`src/ctlt_pkg.sv`:
```
// Shared types and constants of the C-like token lexer.
package ctlt_pkg;

   localparam int unsigned KIND_BITS = 5;
   localparam int unsigned FIELD_BITS = 16;
   localparam int unsigned RSP_DATA_BITS = 32;
   localparam int unsigned BYTE_BITS = 8;

   localparam logic [KIND_BITS-1:0] KIND_COLON = 5'd0;
   localparam logic [KIND_BITS-1:0] KIND_SEMICOLON = 5'd1;
   localparam logic [KIND_BITS-1:0] KIND_COMMA = 5'd2;
   localparam logic [KIND_BITS-1:0] KIND_ASTERISK = 5'd3;
   localparam logic [KIND_BITS-1:0] KIND_HASH = 5'd4;
   localparam logic [KIND_BITS-1:0] KIND_PERIOD = 5'd5;
   localparam logic [KIND_BITS-1:0] KIND_LPAREN = 5'd6;
   localparam logic [KIND_BITS-1:0] KIND_RPAREN = 5'd7;
   localparam logic [KIND_BITS-1:0] KIND_LBRACE = 5'd8;
   localparam logic [KIND_BITS-1:0] KIND_RBRACE = 5'd9;
   localparam logic [KIND_BITS-1:0] KIND_LBRACKET = 5'd10;
   localparam logic [KIND_BITS-1:0] KIND_RBRACKET = 5'd11;
   localparam logic [KIND_BITS-1:0] KIND_END = 5'd12;
   localparam logic [KIND_BITS-1:0] KIND_CHAR = 5'd13;
   localparam logic [KIND_BITS-1:0] KIND_STRING = 5'd14;
   localparam logic [KIND_BITS-1:0] KIND_IDENT = 5'd15;
   localparam logic [KIND_BITS-1:0] KIND_UNKNOWN = 5'd16;

   localparam logic [BYTE_BITS-1:0] CH_NUL = 8'h00;
   localparam logic [BYTE_BITS-1:0] CH_TAB = 8'h09;
   localparam logic [BYTE_BITS-1:0] CH_LF = 8'h0A;
   localparam logic [BYTE_BITS-1:0] CH_VT = 8'h0B;
   localparam logic [BYTE_BITS-1:0] CH_CR = 8'h0D;
   localparam logic [BYTE_BITS-1:0] CH_SPACE = 8'h20;
   localparam logic [BYTE_BITS-1:0] CH_DQUOTE = 8'h22;
   localparam logic [BYTE_BITS-1:0] CH_HASH = 8'h23;
   localparam logic [BYTE_BITS-1:0] CH_SQUOTE = 8'h27;
   localparam logic [BYTE_BITS-1:0] CH_LPAREN = 8'h28;
   localparam logic [BYTE_BITS-1:0] CH_RPAREN = 8'h29;
   localparam logic [BYTE_BITS-1:0] CH_STAR = 8'h2A;
   localparam logic [BYTE_BITS-1:0] CH_COMMA = 8'h2C;
   localparam logic [BYTE_BITS-1:0] CH_PERIOD = 8'h2E;
   localparam logic [BYTE_BITS-1:0] CH_SLASH = 8'h2F;
   localparam logic [BYTE_BITS-1:0] CH_COLON = 8'h3A;
   localparam logic [BYTE_BITS-1:0] CH_SEMICOLON = 8'h3B;
   localparam logic [BYTE_BITS-1:0] CH_LBRACKET = 8'h5B;
   localparam logic [BYTE_BITS-1:0] CH_BACKSLASH = 8'h5C;
   localparam logic [BYTE_BITS-1:0] CH_RBRACKET = 8'h5D;
   localparam logic [BYTE_BITS-1:0] CH_UNDERSCORE = 8'h5F;
   localparam logic [BYTE_BITS-1:0] CH_LBRACE = 8'h7B;
   localparam logic [BYTE_BITS-1:0] CH_RBRACE = 8'h7D;

   typedef struct packed {
      logic [KIND_BITS-1:0] token_kind;
      logic [FIELD_BITS-1:0] token_start;
      logic [FIELD_BITS-1:0] token_length;
      logic last_of_run;
   } token_type;

   function automatic logic is_alpha(input logic [BYTE_BITS-1:0] c);
      return (c >= 8'h61 && c <= 8'h7A) || (c >= 8'h41 && c <= 8'h5A);
   endfunction

   function automatic logic is_digit(input logic [BYTE_BITS-1:0] c);
      return c >= 8'h30 && c <= 8'h39;
   endfunction

   function automatic logic is_eol(input logic [BYTE_BITS-1:0] c);
      return c == CH_LF || c == CH_CR || c == CH_VT;
   endfunction

endpackage

```
`src/ctlt_lex.sv`:
```
// Lexer state registers and the per-byte mode transition with token generation.
module ctlt_lex #(
   parameter int unsigned POSITION_BITS = 16
) (
   input  logic clock,
   input  logic reset,
   input  logic advance,
   input  logic [ctlt_pkg::BYTE_BITS-1:0] text_byte,
   output logic [1:0] token_count,
   output ctlt_pkg::token_type token0,
   output ctlt_pkg::token_type token1
);

   localparam logic [POSITION_BITS-1:0] POS_MAX = {POSITION_BITS{1'b1}};

   typedef enum logic [3:0] {
      MODE_IDLE,
      MODE_SLASH,
      MODE_LINE,
      MODE_BLOCK,
      MODE_BLOCK_STAR,
      MODE_IDENT,
      MODE_STRING,
      MODE_STRING_ESC,
      MODE_CHAR,
      MODE_CHAR_ESC
   } mode_type;

   mode_type mode_ff, mode_in;
   logic [POSITION_BITS-1:0] pos_ff, pos_in;
   logic [POSITION_BITS-1:0] ostart_ff, ostart_in;
   logic [POSITION_BITS-1:0] olen_ff, olen_in;

   logic use_idle;
   logic idle_emit;
   logic [ctlt_pkg::KIND_BITS-1:0] idle_kind;
   logic idle_end;
   logic close_emit;
   logic [ctlt_pkg::KIND_BITS-1:0] close_kind;
   logic [POSITION_BITS-1:0] close_start;
   logic [POSITION_BITS-1:0] close_len;
   logic saw_end;
   logic is_quote;
   logic [POSITION_BITS-1:0] pos_inc;

   function automatic logic [POSITION_BITS-1:0] sat_inc(input logic [POSITION_BITS-1:0] v);
      return (v == POS_MAX) ? v : v + 1'b1;
   endfunction

   assign pos_inc = sat_inc(pos_ff);

   always_comb begin
      mode_in = mode_ff;
      ostart_in = ostart_ff;
      olen_in = olen_ff;
      use_idle = 1'b0;
      idle_emit = 1'b0;
      idle_kind = ctlt_pkg::KIND_UNKNOWN;
      idle_end = 1'b0;
      close_emit = 1'b0;
      close_kind = ctlt_pkg::KIND_UNKNOWN;
      close_start = ostart_ff;
      close_len = olen_ff;
      is_quote = 1'b0;

      unique case (mode_ff)
         MODE_SLASH: begin
            if (text_byte == ctlt_pkg::CH_SLASH) begin
               mode_in = MODE_LINE;
            end else if (text_byte == ctlt_pkg::CH_STAR) begin
               mode_in = MODE_BLOCK;
            end else begin
               close_emit = 1'b1;
               close_kind = ctlt_pkg::KIND_UNKNOWN;
               close_len = POSITION_BITS'(1);
               use_idle = 1'b1;
            end
         end
         MODE_LINE: begin
            if (text_byte == ctlt_pkg::CH_NUL) begin
               use_idle = 1'b1;
            end else if (ctlt_pkg::is_eol(text_byte)) begin
               mode_in = MODE_IDLE;
            end
         end
         MODE_BLOCK: begin
            if (text_byte == ctlt_pkg::CH_NUL) begin
               use_idle = 1'b1;
            end else if (text_byte == ctlt_pkg::CH_STAR) begin
               mode_in = MODE_BLOCK_STAR;
            end
         end
         MODE_BLOCK_STAR: begin
            if (text_byte == ctlt_pkg::CH_NUL) begin
               use_idle = 1'b1;
            end else if (text_byte == ctlt_pkg::CH_SLASH) begin
               mode_in = MODE_IDLE;
            end else if (text_byte != ctlt_pkg::CH_STAR) begin
               mode_in = MODE_BLOCK;
            end
         end
         MODE_IDENT: begin
            if (ctlt_pkg::is_alpha(text_byte) || ctlt_pkg::is_digit(text_byte) ||
                text_byte == ctlt_pkg::CH_UNDERSCORE) begin
               olen_in = sat_inc(olen_ff);
            end else begin
               close_emit = 1'b1;
               close_kind = ctlt_pkg::KIND_IDENT;
               use_idle = 1'b1;
            end
         end
         MODE_STRING, MODE_STRING_ESC, MODE_CHAR, MODE_CHAR_ESC: begin
            is_quote = (mode_ff == MODE_STRING || mode_ff == MODE_STRING_ESC) ?
                       (text_byte == ctlt_pkg::CH_DQUOTE) :
                       (text_byte == ctlt_pkg::CH_SQUOTE);
            if (text_byte == ctlt_pkg::CH_NUL) begin
               use_idle = 1'b1;
            end else if (mode_ff == MODE_STRING_ESC) begin
               olen_in = sat_inc(olen_ff);
               mode_in = MODE_STRING;
            end else if (mode_ff == MODE_CHAR_ESC) begin
               olen_in = sat_inc(olen_ff);
               mode_in = MODE_CHAR;
            end else if (is_quote) begin
               close_emit = 1'b1;
               close_kind = (mode_ff == MODE_STRING) ? ctlt_pkg::KIND_STRING :
                                                       ctlt_pkg::KIND_CHAR;
               mode_in = MODE_IDLE;
            end else begin
               olen_in = sat_inc(olen_ff);
               if (text_byte == ctlt_pkg::CH_BACKSLASH) begin
                  mode_in = (mode_ff == MODE_STRING) ? MODE_STRING_ESC : MODE_CHAR_ESC;
               end
            end
         end
         default: begin
            use_idle = 1'b1;
         end
      endcase

      if (use_idle) begin
         mode_in = MODE_IDLE;
         unique case (text_byte)
            ctlt_pkg::CH_NUL: begin
               idle_emit = 1'b1;
               idle_kind = ctlt_pkg::KIND_END;
               idle_end = 1'b1;
            end
            ctlt_pkg::CH_SPACE, ctlt_pkg::CH_TAB, ctlt_pkg::CH_LF,
            ctlt_pkg::CH_CR, ctlt_pkg::CH_VT: begin
               idle_emit = 1'b0;
            end
            ctlt_pkg::CH_SLASH: begin
               mode_in = MODE_SLASH;
               ostart_in = pos_ff;
               olen_in = POSITION_BITS'(1);
            end
            ctlt_pkg::CH_COLON: begin
               idle_emit = 1'b1;
               idle_kind = ctlt_pkg::KIND_COLON;
            end
            ctlt_pkg::CH_SEMICOLON: begin
               idle_emit = 1'b1;
               idle_kind = ctlt_pkg::KIND_SEMICOLON;
            end
            ctlt_pkg::CH_COMMA: begin
               idle_emit = 1'b1;
               idle_kind = ctlt_pkg::KIND_COMMA;
            end
            ctlt_pkg::CH_STAR: begin
               idle_emit = 1'b1;
               idle_kind = ctlt_pkg::KIND_ASTERISK;
            end
            ctlt_pkg::CH_HASH: begin
               idle_emit = 1'b1;
               idle_kind = ctlt_pkg::KIND_HASH;
            end
            ctlt_pkg::CH_PERIOD: begin
               idle_emit = 1'b1;
               idle_kind = ctlt_pkg::KIND_PERIOD;
            end
            ctlt_pkg::CH_LPAREN: begin
               idle_emit = 1'b1;
               idle_kind = ctlt_pkg::KIND_LPAREN;
            end
            ctlt_pkg::CH_RPAREN: begin
               idle_emit = 1'b1;
               idle_kind = ctlt_pkg::KIND_RPAREN;
            end
            ctlt_pkg::CH_LBRACE: begin
               idle_emit = 1'b1;
               idle_kind = ctlt_pkg::KIND_LBRACE;
            end
            ctlt_pkg::CH_RBRACE: begin
               idle_emit = 1'b1;
               idle_kind = ctlt_pkg::KIND_RBRACE;
            end
            ctlt_pkg::CH_LBRACKET: begin
               idle_emit = 1'b1;
               idle_kind = ctlt_pkg::KIND_LBRACKET;
            end
            ctlt_pkg::CH_RBRACKET: begin
               idle_emit = 1'b1;
               idle_kind = ctlt_pkg::KIND_RBRACKET;
            end
            ctlt_pkg::CH_SQUOTE: begin
               mode_in = MODE_CHAR;
               ostart_in = pos_inc;
               olen_in = '0;
            end
            ctlt_pkg::CH_DQUOTE: begin
               mode_in = MODE_STRING;
               ostart_in = pos_inc;
               olen_in = '0;
            end
            default: begin
               if (ctlt_pkg::is_alpha(text_byte) ||
                   text_byte == ctlt_pkg::CH_UNDERSCORE) begin
                  mode_in = MODE_IDENT;
                  ostart_in = pos_ff;
                  olen_in = POSITION_BITS'(1);
               end else begin
                  idle_emit = 1'b1;
                  idle_kind = ctlt_pkg::is_digit(text_byte) ? ctlt_pkg::KIND_IDENT :
                                                              ctlt_pkg::KIND_UNKNOWN;
               end
            end
         endcase
      end

      saw_end = idle_end;
      pos_in = pos_inc;
      if (saw_end) begin
         mode_in = MODE_IDLE;
         pos_in = '0;
         ostart_in = '0;
         olen_in = '0;
      end
   end

   always_comb begin
      token_count = 2'({1'b0, close_emit} + {1'b0, idle_emit});
      token0.token_kind = close_emit ? close_kind : idle_kind;
      token0.token_start = close_emit ? 16'(close_start) : 16'(pos_ff);
      token0.token_length = close_emit ? 16'(close_len) : 16'd1;
      token0.last_of_run = !(close_emit && idle_emit);
      token1.token_kind = idle_kind;
      token1.token_start = 16'(pos_ff);
      token1.token_length = 16'd1;
      token1.last_of_run = 1'b1;
   end

   always_ff @(posedge clock) begin
      if (reset) begin
         mode_ff <= MODE_IDLE;
         pos_ff <= '0;
         ostart_ff <= '0;
         olen_ff <= '0;
      end else if (advance) begin
         mode_ff <= mode_in;
         pos_ff <= pos_in;
         ostart_ff <= ostart_in;
         olen_ff <= olen_in;
      end
   end

endmodule

```
`src/ctlt_rsp_queue.sv`:
```
// Three-entry result buffer that takes up to two tokens per cycle and hands out one.
module ctlt_rsp_queue (
   input  logic clock,
   input  logic reset,
   input  logic [1:0] push_count,
   input  ctlt_pkg::token_type push0,
   input  ctlt_pkg::token_type push1,
   input  logic pop_ready,
   output logic head_valid,
   output ctlt_pkg::token_type head,
   output logic [1:0] room
);

   ctlt_pkg::token_type entry_ff [3];
   ctlt_pkg::token_type entry_in [3];
   logic [1:0] count_ff, count_in;
   logic pop;
   logic [1:0] base;

   assign head_valid = count_ff != 2'd0;
   assign head = entry_ff[0];
   assign room = 2'd3 - count_ff;
   assign pop = head_valid && pop_ready;
   assign base = count_ff - {1'b0, pop};

   always_comb begin
      entry_in[0] = pop ? entry_ff[1] : entry_ff[0];
      entry_in[1] = pop ? entry_ff[2] : entry_ff[1];
      entry_in[2] = entry_ff[2];
      for (int i = 0; i < 3; i++) begin
         if (push_count != 2'd0 && base == 2'(i)) begin
            entry_in[i] = push0;
         end
         if (push_count == 2'd2 && 2'(base + 2'd1) == 2'(i)) begin
            entry_in[i] = push1;
         end
      end
      count_in = 2'(base + push_count);
   end

   always_ff @(posedge clock) begin
      if (reset) begin
         count_ff <= '0;
      end else begin
         count_ff <= count_in;
      end
   end

   always_ff @(posedge clock) begin
      for (int i = 0; i < 3; i++) begin
         entry_ff[i] <= entry_in[i];
      end
   end

endmodule

```
`src/c_like_token_lexer_core.sv`:
```
// Top level of the C-like token lexer: input register, lexer and result buffer.
//
// The req_ channel carries one text byte per word; a zero byte marks the end of
// the text. The rsp_ channel carries tokens: the kind on tuser, start offset and
// length of the token text on tdata, with tlast high on the final token caused
// by one input byte. Whitespace and comments give no token, most bytes give one,
// and a byte that closes an identifier or a pending slash and forms a token of
// its own gives two. A byte is registered on acceptance and lexed from that
// register; its tokens are written into a three-entry result buffer once the
// buffer has room for all of them, and the head of the buffer is valid on rsp_.
// One byte is taken per cycle while the receiver keeps up; a byte that gives
// two tokens holds the input until the buffer can take both. When the receiver
// stalls the buffer fills and req_tready falls; no token is lost. Reset clears
// the lexer to its idle mode at offset zero and empties the buffer. Offsets
// and lengths saturate at 2^POSITION_BITS - 1 and are reported in their low
// 16 bits.
module c_like_token_lexer_core #(
   parameter int unsigned POSITION_BITS = 16
) (
   input  logic clock,
   input  logic reset,
   input  logic req_tvalid,
   output logic req_tready,
   input  logic [7:0] req_tdata,   // [7:0] text_byte
   output logic rsp_tvalid,
   input  logic rsp_tready,
   output logic [ctlt_pkg::RSP_DATA_BITS-1:0] rsp_tdata, // [15:0] token_start,
                                                         // [31:16] token_length
   output logic [ctlt_pkg::KIND_BITS-1:0] rsp_tuser,     // [4:0] token_kind
   output logic rsp_tlast          // last_of_run
);

   logic [ctlt_pkg::BYTE_BITS-1:0] byte_ff, byte_in;
   logic byte_valid_ff, byte_valid_in;
   logic accept;
   logic advance;
   logic [1:0] token_count;
   logic [1:0] room;
   ctlt_pkg::token_type token0;
   ctlt_pkg::token_type token1;
   ctlt_pkg::token_type head;

   assign advance = byte_valid_ff && (token_count <= room);
   assign req_tready = !byte_valid_ff || advance;
   assign accept = req_tvalid && req_tready;
   assign byte_in = accept ? req_tdata : byte_ff;
   assign byte_valid_in = accept || (byte_valid_ff && !advance);

   always_ff @(posedge clock) begin
      if (reset) begin
         byte_valid_ff <= 1'b0;
      end else begin
         byte_valid_ff <= byte_valid_in;
      end
   end

   always_ff @(posedge clock) begin
      byte_ff <= byte_in;
   end

   ctlt_lex #(
      .POSITION_BITS(POSITION_BITS)
   ) u_lex (
      .clock(clock),
      .reset(reset),
      .advance(advance),
      .text_byte(byte_ff),
      .token_count(token_count),
      .token0(token0),
      .token1(token1)
   );

   ctlt_rsp_queue u_rsp_queue (
      .clock(clock),
      .reset(reset),
      .push_count(advance ? token_count : 2'd0),
      .push0(token0),
      .push1(token1),
      .pop_ready(rsp_tready),
      .head_valid(rsp_tvalid),
      .head(head),
      .room(room)
   );

   assign rsp_tdata = {head.token_length, head.token_start};
   assign rsp_tuser = head.token_kind;
   assign rsp_tlast = head.last_of_run;

endmodule

```
`config.mk`:
```
export PLATFORM = sky130hd
export DESIGN_NAME = c_like_token_lexer_core
export DESIGN_NICKNAME = d
export VERILOG_FILES = /design/src/ctlt_pkg.sv /design/src/ctlt_lex.sv /design/src/ctlt_rsp_queue.sv /design/src/c_like_token_lexer_core.sv
export SDC_FILE = /design/constraint.sdc
export NUM_CORES = 1
export LEC_CHECK = 0
export BUFFER_PORTS_ARGS = -buffer_cell sky130_fd_sc_hd__buf_2
export CAP_MARGIN = 10
export CORE_MARGIN = 1.5
export CORE_UTILIZATION = 55
export DETAILED_ROUTE_END_ITERATION = 8
export GPL_TIMING_DRIVEN = 0
export PLACE_DENSITY = 0.74
export SETUP_SLACK_MARGIN = 0.4
export SYNTH_ARGS = -nofsm -noshare
export SYNTH_HDL_FRONTEND = slang
export SYNTH_SLANG_ARGS = --single-unit
```
`constraint.sdc`:
```
create_clock -name clock -period 4.8 [get_ports clock]
set_input_delay 0.96 -clock clock [delete_from_list [all_inputs] [get_ports clock]]
set_output_delay 0.96 -clock clock [all_outputs]
set_load 0.05 [all_outputs]
```
==> results.md <==
| Stage | Quantity | This run |
| --- | --- | --- |
| clock network | # clock sinks | 177 |
| setup path | Launching point of the worst reg2reg path | byte_ff[4]$_DFFE_PP_ |
| floorplan | Number of top-level design ports | 52 |
| global route | Wire length of the first global-routing pass | 43.49 mm |
| min path | Kind of path behind the tightest hold check | reg2reg |
| setup path | Endpoint class of the critical path | primary output |
| floorplan | Width of the chip | 135.4 um |
| global route | Global-route congestion overflow total | 0 |
| floorplan | Count of standard-cell rows | 48 |
| clock network | Number of clock buffers inserted by TritonCTS | 17 |
| logic synthesis | Post-Syn Instances | 1128 |
| cells and area | Post-route non-filler standard cell count | 1472 |
| logic synthesis | Ys async rst share | 0% |
| floorplan | DIE AREA | 18340 sq um |
| cells and area | Utilization after layout | 66.22% |
| detailed routing | Detailed-routing iteration count for the pre-antenna-repair pass | 7 |
| clock network | Clock root cell | sky130_fd_sc_hd__clkbuf_16 |
| logic synthesis | Flip-flop and latch count after synthesis | 177 |
| status | Status | finished, final reports clean |
| clock network | Clock transition at the registers of the reported paths | 60 ps |
| setup path | Worst Path Arrival | 3450 ps |
| placed design | Post-placement setup slack | -698.4 ps |
| floorplan | Total core area | 17240 sq um |
| placed design | Final Wtd Congestion | 0.9722 |
| logic synthesis | Cell variety after synth | 82 |
| global route | Number of antenna violations at the first check in global routing | 0 |
| cells and area | Number of diodes added for antenna fixing | 0 |
| cells and area | Filler instances | 1426 |
| min path | Hold path cells | 2 |
| logic synthesis | Count of flip-flops with a built-in enable after synthesis | 71 |
| timing | Slew Limit Headroom | 37.80% |
| detailed routing | Wire per inst | 18.76 um |
| clock network | Hold Buf Count CTS | 0 |
| pwr | IR drop worst, VDD | 0.3959 mV |
| setup path | FF-to-FF setup slack | 510 ps |
| floorplan | DIE HEIGHT | 135.4 um |
| clock network | Clock latency reported for the late side of the worst-skew pair | 440 ps |
| global route | Largest net degree at the start of global routing | 22 |
| setup path | Launching element type of the critical path | register |
| timing | Worst clock skew on the final layout | 12.24 ps |
| detailed routing | Vias per std cell | 6.239 |
| timing | Transition time of the tightest slew-check pin | 923.2 ps |
| detailed routing | Routed wire length | 27.62 mm |
| clock network | TritonCTS clock tree | built |
| min path | Worst Hold Path EP | u_rsp_queue.entry_ff[0][83]$_SDFFE_PP0P_ |
| setup path | Crit Path Class | reg2out |
| global route | Total routing resource utilization after global routing | 30.60% |
| timing | Max Clk Rate | 226.8 MHz |
| logic synthesis | Synth Area per Inst | 8.551 sq um |
| timing | Tcrit/Tclk final | 91.84% |
| min path | Startpoint of the most critical hold path | u_rsp_queue.entry_ff[0][83]$_SDFFE_PP0P_ |
| clock network | Total number of H-tree levels | 4 |
| detailed routing | Number of nets with antenna violations after routing | 0 |
| pwr | Power per standard cell area | 582.7 nW/um^2 |
| cells and area | Post-Layout Inst Area | 11410 sq um |
| setup path | Worst R2R Path Depth | 17 |
| setup path | Required @ worst endpoint | 3840 ps |
| floorplan | Starting density of the core | 55.96% |
| logic synthesis | Net count after synthesis | 1147 |
| timing | Final setup violating endpoints | 0 |
| logic synthesis | Yosys warnings | 0 |
| detailed routing | Residual DRC | 0 |
| placed design | Port-buffer cells | 51 |
| timing | Unrepaired setup endpoints after global routing | yes |
| detailed routing | Via count | 9184 |
| pwr | Leakage power figure | 4.214 nW |
| cells and area | Fraction of layout instances using a drive strength above 1 | 19.33% |
| cells and area | Area overhead of the layout relative to synthesis | 18.33% |
| placed design | Estimated wirelength of the detail-placed design | 19.75 mm |
| timing | Final setup slack of the worst path | 391.8 ps |
| global route | Number of global-route vias before repair | 8272 |
| placed design | Number of placed instances, taps included | 1404 |
| clock network | CTS max path bufs | 2 |
| timing | Setup TNS Final | 0 ps |
| logic synthesis | Most frequently used flop master after synthesis | sky130_fd_sc_hd__dfxtp_1 |
| detailed routing | First DRT Iteration DRCs | 1161 |
| timing | Final count of hold timing violations | 0 |
| logic synthesis | Register area share after synthesis | 44.10% |
| timing | Pins over their slew limit | 0 |
| logic synthesis | Cell area after synthesis | 9646 sq um |
| run | Number of violations of the max-capacitance limit | 0 |
| cells and area | Nets | 1253 |
| timing | Time the final worst path needs with I/O delays and setup | 4408 ps |
| setup path | Critical Path Fanout Max | 7 |
| placed design | Post-detailed-placement cell area | 10220 sq um |
| setup path | Endpoint of the worst-slack reg-to-reg timing path | u_rsp_queue.entry_ff[0][73]$_DFFE_PP_ |
-- area by class of cell --
cell class                 count  area (sq um)  share of cell area, %
clock buffer                  19         432.9                  3.793
buffer                       129         706.9                  6.194
timing repair buffer          85         516.7                  4.528
sequential                   177          4254                  37.27
tap                          225         281.5                  2.467
clock inverter                13         152.6                  1.337
inverter                      18         72.57                 0.6358
multi-input combinational    806          4996                  43.77
-- metrics by stage --
| stage | hold slack (ps) | total power, W |
|---|---|---|
| floorplan | 446.6 | 0.004276 |
| global placement | 454.3 | 0.004796 |
| detailed placement | 459.2 | 0.004833 |
| CTS | 469.9 | 0.006444 |
| global route | 485.0 | 0.007006 |
| finish | 470.8 | 0.006651 |
-- critical path: stages, from the launching register on --
cell and delay, ps:
sky130_fd_sc_hd__edfxtp_1 440, sky130_fd_sc_hd__or4b_4 570, sky130_fd_sc_hd__buf_6 160, sky130_fd_sc_hd__o31ai_4 190, sky130_fd_sc_hd__a21bo_4 270, sky130_fd_sc_hd__nor2_4 120
sky130_fd_sc_hd__nor3b_4 70, sky130_fd_sc_hd__ha_4 300, sky130_fd_sc_hd__inv_4 40, sky130_fd_sc_hd__ha_4 150, sky130_fd_sc_hd__nand2b_4 140, sky130_fd_sc_hd__a221o_1 390
sky130_fd_sc_hd__buf_6 180
-- worst max-delay path by stage --
| stage | end | slack, ps | cells after the start | startpoint |
|---|---|---|---|---|
| finish | req_tready | 390 | 12 | byte_ff[4]$_DFFE_PP_ |
| global route | u_rsp_queue.entry_ff[0][27]$_DFFE_PP_ | 340 | 17 | byte_ff[4]$_DFFE_PP_ |
| CTS | req_tready | 410 | 12 | byte_ff[0]$_DFFE_PP_ |
| floorplan | u_rsp_queue.entry_ff[0][17]$_DFFE_PP_ | 410 | 17 | byte_ff[7]$_DFFE_PP_ |
| global placement | u_rsp_queue.count_ff[1]$_SDFF_PP0_ | -720 | 19 | byte_ff[0]$_DFFE_PP_ |
| detailed placement | u_rsp_queue.count_ff[1]$_SDFF_PP0_ | -700 | 18 | byte_ff[7]$_DFFE_PP_ |
-- layout by cell type, fill, tap and decap left out, types with 16 or more instances in the layout --
cell,count
sky130_fd_sc_hd__a311oi_1,18
sky130_fd_sc_hd__o21ai_0,36
sky130_fd_sc_hd__edfxtp_1,71
sky130_fd_sc_hd__nand3_1,25
sky130_fd_sc_hd__and3_1,26
sky130_fd_sc_hd__a22o_1,16
sky130_fd_sc_hd__a211oi_1,21
sky130_fd_sc_hd__nor2_1,98
sky130_fd_sc_hd__nor3_1,25
sky130_fd_sc_hd__buf_4,73
sky130_fd_sc_hd__clkbuf_1,56
sky130_fd_sc_hd__a21oi_1,103
sky130_fd_sc_hd__clkbuf_16,17
sky130_fd_sc_hd__dfxtp_1,106
sky130_fd_sc_hd__nand2_1,154
sky130_fd_sc_hd__o22ai_1,51
sky130_fd_sc_hd__buf_2,60
-- routing by layer --
layer  up-vias  routed length [um]  GRT usage (%)
li1       4374                   -              -
met1      4222               12080          44.54
met2       521               12160          45.92
met3        67                2710          5.051
met4         0                 662          11.11
met5         -                   0              0
-- sequential cells by signal, summed over array words and instances (netlist names) --
name                  cells
u_rsp_queue.entry_ff    114
u_lex.close_start        16
u_lex.olen_ff            16
u_lex.pos_ff             16
byte_ff                   8
u_lex.mode_ff             4
u_rsp_queue.count_ff      2
byte_valid_ff             1
-- power breakdown --
| group | switching, W | internal [W] |
|---|---|---|
| logic | 0.00198 | 0.00116 |
| registers | 0.000127 | 0.00200 |
| clock network | 0.000609 | 0.000777 |
| total | 0.00272 | 0.00393 |
-- timing repair --
item,CTS,global route
gates cloned,1,1
endpoints found under the hold margin,0,0
endpoints found under the setup margin,232,195
resized for setup,47,54
setup buffers,22,12
pin swaps,10,12
-- cells in the mapped netlist, types with 9 or more instances --
cell                        instances  area (sq um)
sky130_fd_sc_hd__a211oi_1          21         157.7
sky130_fd_sc_hd__a21oi_1          103         515.5
sky130_fd_sc_hd__a22o_1            16         140.1
sky130_fd_sc_hd__a311oi_1          18         157.7
sky130_fd_sc_hd__a31oi_1           12         75.07
sky130_fd_sc_hd__and3_1            28         175.2
sky130_fd_sc_hd__buf_2             10         50.05
sky130_fd_sc_hd__buf_4             38         285.3
sky130_fd_sc_hd__clkbuf_1          76         285.3
sky130_fd_sc_hd__dfxtp_1          106          2122
sky130_fd_sc_hd__edfxtp_1          71          2132
sky130_fd_sc_hd__inv_1             16         60.06
sky130_fd_sc_hd__mux2i_1           11         110.1
sky130_fd_sc_hd__nand2_1          158         593.1
sky130_fd_sc_hd__nand2b_1          10         62.56
sky130_fd_sc_hd__nand3_1           27         135.1
sky130_fd_sc_hd__nand4_1           15         93.84
sky130_fd_sc_hd__nor2_1           102         382.9
sky130_fd_sc_hd__nor3_1            26         130.1
sky130_fd_sc_hd__o21ai_0           36         180.2
sky130_fd_sc_hd__o22ai_1           53         331.6
sky130_fd_sc_hd__o2bb2ai_1          9         78.83
-- cell families (layout without fill, tap and decap cells) --
logic type                 count (synthesis)  in the layout  synth area share [%]
AOI/OAI and AO/OA                        343            343                 23.80
and+or+nand+nor                          425            427                 21.00
muxes                                     14             14                 1.492
DFF                                      177            177                 44.10
xor gates and xnor gates                  15             15                 1.362
buffers and inverters                    147            264                 7.329
adders and majority gates                  7              7                0.9080
Power figures use the tool's default switching activity.
